[config.mk]
export PLATFORM = sky130hd
export DESIGN_NAME = noqe_ram
export DESIGN_NICKNAME = d
export VERILOG_FILES = /design/src/hw/rtl/nearest_obstacle_query_engine_core_assert.svh /design/src/hw/rtl/noqe_ram.sv
export SDC_FILE = /design/constraint.sdc
export NUM_CORES = 1
export LEC_CHECK = 0
export ABC_AREA = 1
export BUFFER_PORTS_ARGS = -buffer_cell sky130_fd_sc_hd__buf_2
export CAP_MARGIN = 20
export CORE_MARGIN = 4
export CORE_UTILIZATION = 65
export CTS_BUF_LIST = sky130_fd_sc_hd__clkbuf_2
export CTS_CLUSTER_SIZE = 14
export DETAILED_ROUTE_END_ITERATION = 8
export PLACE_DENSITY = 0.81
export RECOVER_POWER = 25
export SETUP_SLACK_MARGIN = 0.4
export SLEW_MARGIN = 20
export SYNTH_ARGS = -nofsm -noshare
export SYNTH_HDL_FRONTEND = slang
export SYNTH_SLANG_ARGS = --single-unit
[constraint.sdc]
create_clock -name clk -period 2.1 [get_ports clk]
set_clock_uncertainty 0.2 [all_clocks]
set_input_delay 0.21 -clock clk [delete_from_list [all_inputs] [get_ports clk]]
set_output_delay 0.21 -clock clk [all_outputs]
set_load 0.01 [all_outputs]
[src/hw/rtl/nearest_obstacle_query_engine_core_assert.svh]
// Assertion macros shared by the query engine RTL.
`ifndef NEAREST_OBSTACLE_QUERY_ENGINE_CORE_ASSERT_SVH
`define NEAREST_OBSTACLE_QUERY_ENGINE_CORE_ASSERT_SVH

// Same-cycle implication, sampled on clk, off during reset.
`define NOQE_ASSERT_IMP(label, ante, cons, msg) \
    label: assert property (@(posedge clk) disable iff (!rst_n) (ante) |-> (cons)) \
        else $error(msg);

// Next-cycle implication, sampled on clk, off during reset.
`define NOQE_ASSERT_NEXT(label, ante, cons, msg) \
    label: assert property (@(posedge clk) disable iff (!rst_n) (ante) |=> (cons)) \
        else $error(msg);

`endif

[src/hw/rtl/noqe_ram.sv]
`default_nettype none

module noqe_ram #(
    parameter int WIDTH = 8,
    parameter int DEPTH = 16
) (
    input  wire logic                     clk,
    input  wire logic                     we,
    input  wire logic [$clog2(DEPTH)-1:0] waddr,
    input  wire logic [WIDTH-1:0]         wdata,
    input  wire logic [$clog2(DEPTH)-1:0] raddr,
    output logic      [WIDTH-1:0]         rdata
);

    logic [WIDTH-1:0] mem [DEPTH];

    always_ff @(posedge clk) begin
        if (we) begin
            mem[waddr] <= wdata;
        end
        rdata <= mem[raddr];
    end

endmodule

`default_nettype wire

==> run summary <==
Syn Area/Cell: 10.5 sq um
Flops & latches, synth: 136
Post-CTS Setup Bufs: 0
Cells after synthesis: 551
Synth Net Count: 569
Most frequent cells in the layout: nand2_1 (173), edfxtp_1 (128), inv_1 (100)
First-pass GRT wire length: 20400 microns
Crit path max-delay family: flip-flops
DR pass1 iterations: 7
Area delta synth->final: 12.2%
Pleak: 2.83 nW
Clk_lat worst skew: 0.67 ns
RePlAce Congestion: 0.872
CP Launch Type: register
Outcome: completed
I/O Buffers: 25
Slew @ Worst Pin: 0.959 ns
Hold-critical path depth: 4
Row cnt: 34
Filler Cell Count: 577
Slowest stage delay, CP: 0.39 ns
Hold path startpoint: raddr[3]
Final Max Tran Viols: 0
Final setup viols: 0
Grt total ovfl: 0
CP Data Arrival Time: 1.21 ns
Post-synth cell types: 12
Core area: 8680 sq um
Worst EP required: 1.69 ns
Critical Path Stages: 1
Slew HR: 36.1%
CTS sink count: 136
Most common cell after layout, fill and taps aside: nand2_1
Max Fclk: 618 MHz
Maximum number of pins on one net before global-route repair: 45
Final wirelength: 12800 microns
Hold Path Class: in -> reg
Wire per inst: 17.7 microns
Initial Utilization: 66.5%
Cts bufs inserted: 17
Cell Area, Synth: 5770 sq um
Clock root buffer master: clkbuf_2
Cell Pwr Density: 815 nW/um^2
H-tree Lvls: 4
Iter 0 DRT Violations: 501
CP Max Fanout: 1
RSZ-0062 raised after global routing: no
Synth top area cells: edfxtp_1 (67%), nand2_1 (11%), nand3_1 (8.4%)
Antenna-violating nets left: 0
Layout Nets: 624
Worst Reg-to-Reg Cells: 6
Seq/Total Area, Yosys: 69.4%
Crit path capture type: output port
Residual DRC count: 0
DR vias: 4055
Endpoints failing hold: 0
Top cell type by total area after synthesis: edfxtp_1
Worst r2r src: mem[1][2]
Crit-path slowest cell: dfxtp_1
Die Y: 102 microns
Ys Warns: 0
Die area: 10400 sq um
Min cycle time layout: 1.62 ns
CTS tree: yes
Critical path, cell by cell: buf_2
Detail-routed via count per cell: 5.58
Max Cap Viol: 0
Fraction of layout cells with a size suffix above 1: 10.8%
Period utilization: 77.0%
Critical path origin: rdata[4]
Io pins: 26
CTS clk-pin slew, worst paths: 0.19 ns
Die width: 102 microns
Kind of critical path: reg -> out
Aggregate global-route resource usage: 26.9%
Final HPWL DP: 7860 microns
DP Area: 6010 sq um
Setup TNS: 0 ns
VDD IR max: 0.605 mV
Min Hold Slack: 0.244 ns
Post-synth top area share: 66.7%
Clock Tree Buf Depth: 2
Initial antenna violation count: 0
Vias in the first global route: 3941
Final instance area: 6470 sq um
Bufs and invs on worst path: 1
N_diodes: 0
==> power by group <==
| group | internal, mW | switching (mW) |
|---|---|---|
| combinational | 0.126 | 0.268 |
| sequential | 3.03 | 0.0200 |
| clock | 0.906 | 0.918 |
==> layout make-up <==
cell class                 count  area, sq um  area share, %
timing repair buffer          60          433           6.69
inverter                     102          383           5.92
tap                          108          135           2.09
clock buffer                  19         95.1           1.47
clock inverter                13          204           3.15
sequential                   136         4000           61.9
multi-input combinational    289         1210           18.8
==> logic make-up (layout without fill, tap and decap cells) <==
kind of cell / Yosys count / in the layout / synth area share, %
buffers and inverters: 126 / 194 / 9.52
flip-flops: 136 / 136 / 69.4
AND/OR/NAND/NOR: 289 / 289 / 21.0
==> through the flow <==
stage,setup slack (ns),cells,power [mW],utilization [%]
2_1_floorplan,0.739,551,3.33,-
3_3_place_gp,0.453,678,3.46,69.2
3_5_place_dp,0.428,678,3.47,69.2
4_1_cts,0.458,727,5.26,74.6
5_1_grt,0.405,727,5.45,74.5
6_report,0.483,727,5.27,74.5
==> registers in the layout, summed over array words and instances (netlist names) <==
name   flops
mem      128
rdata      8
==> worst paths after layout <==
check                                end  slack [ns]
worst max-delay path            rdata[4]        0.48
worst min-delay path            rdata[0]        0.24
worst max register to register  rdata[2]        0.85
worst min register to register  rdata[3]        0.47
==> timing repair <==
item	CTS	global route
hold buffers	17	0
gates resized for setup	0	0
endpoints found under the hold margin	263	0
==> routing by layer <==
| layer | up-vias | track usage [%] | routed length [microns] | share of wire (%) |
|---|---|---|---|---|
| met4 | 0 | 11.9 | 533 | 4.1 |
| met3 | 50 | 7.37 | 1210 | 9.4 |
| met5 | - | 0 | 0 | 0 |
| met1 | 1891 | 35.6 | 4900 | 38 |
| li1 | 1889 | - | - | - |
| met2 | 225 | 42.3 | 6200 | 48 |
==> cell usage after synthesis <==
cell      count
buf_6         6
inv_2         2
inv_1       100
nand2_1     173
buf_2        13
nand3b_1      2
buf_4         4
nand3_1      97
buf_1         1
edfxtp_1    128
nor2_1       17
dfxtp_1       8
Note: power is estimated with default switching activity, not from simulation.
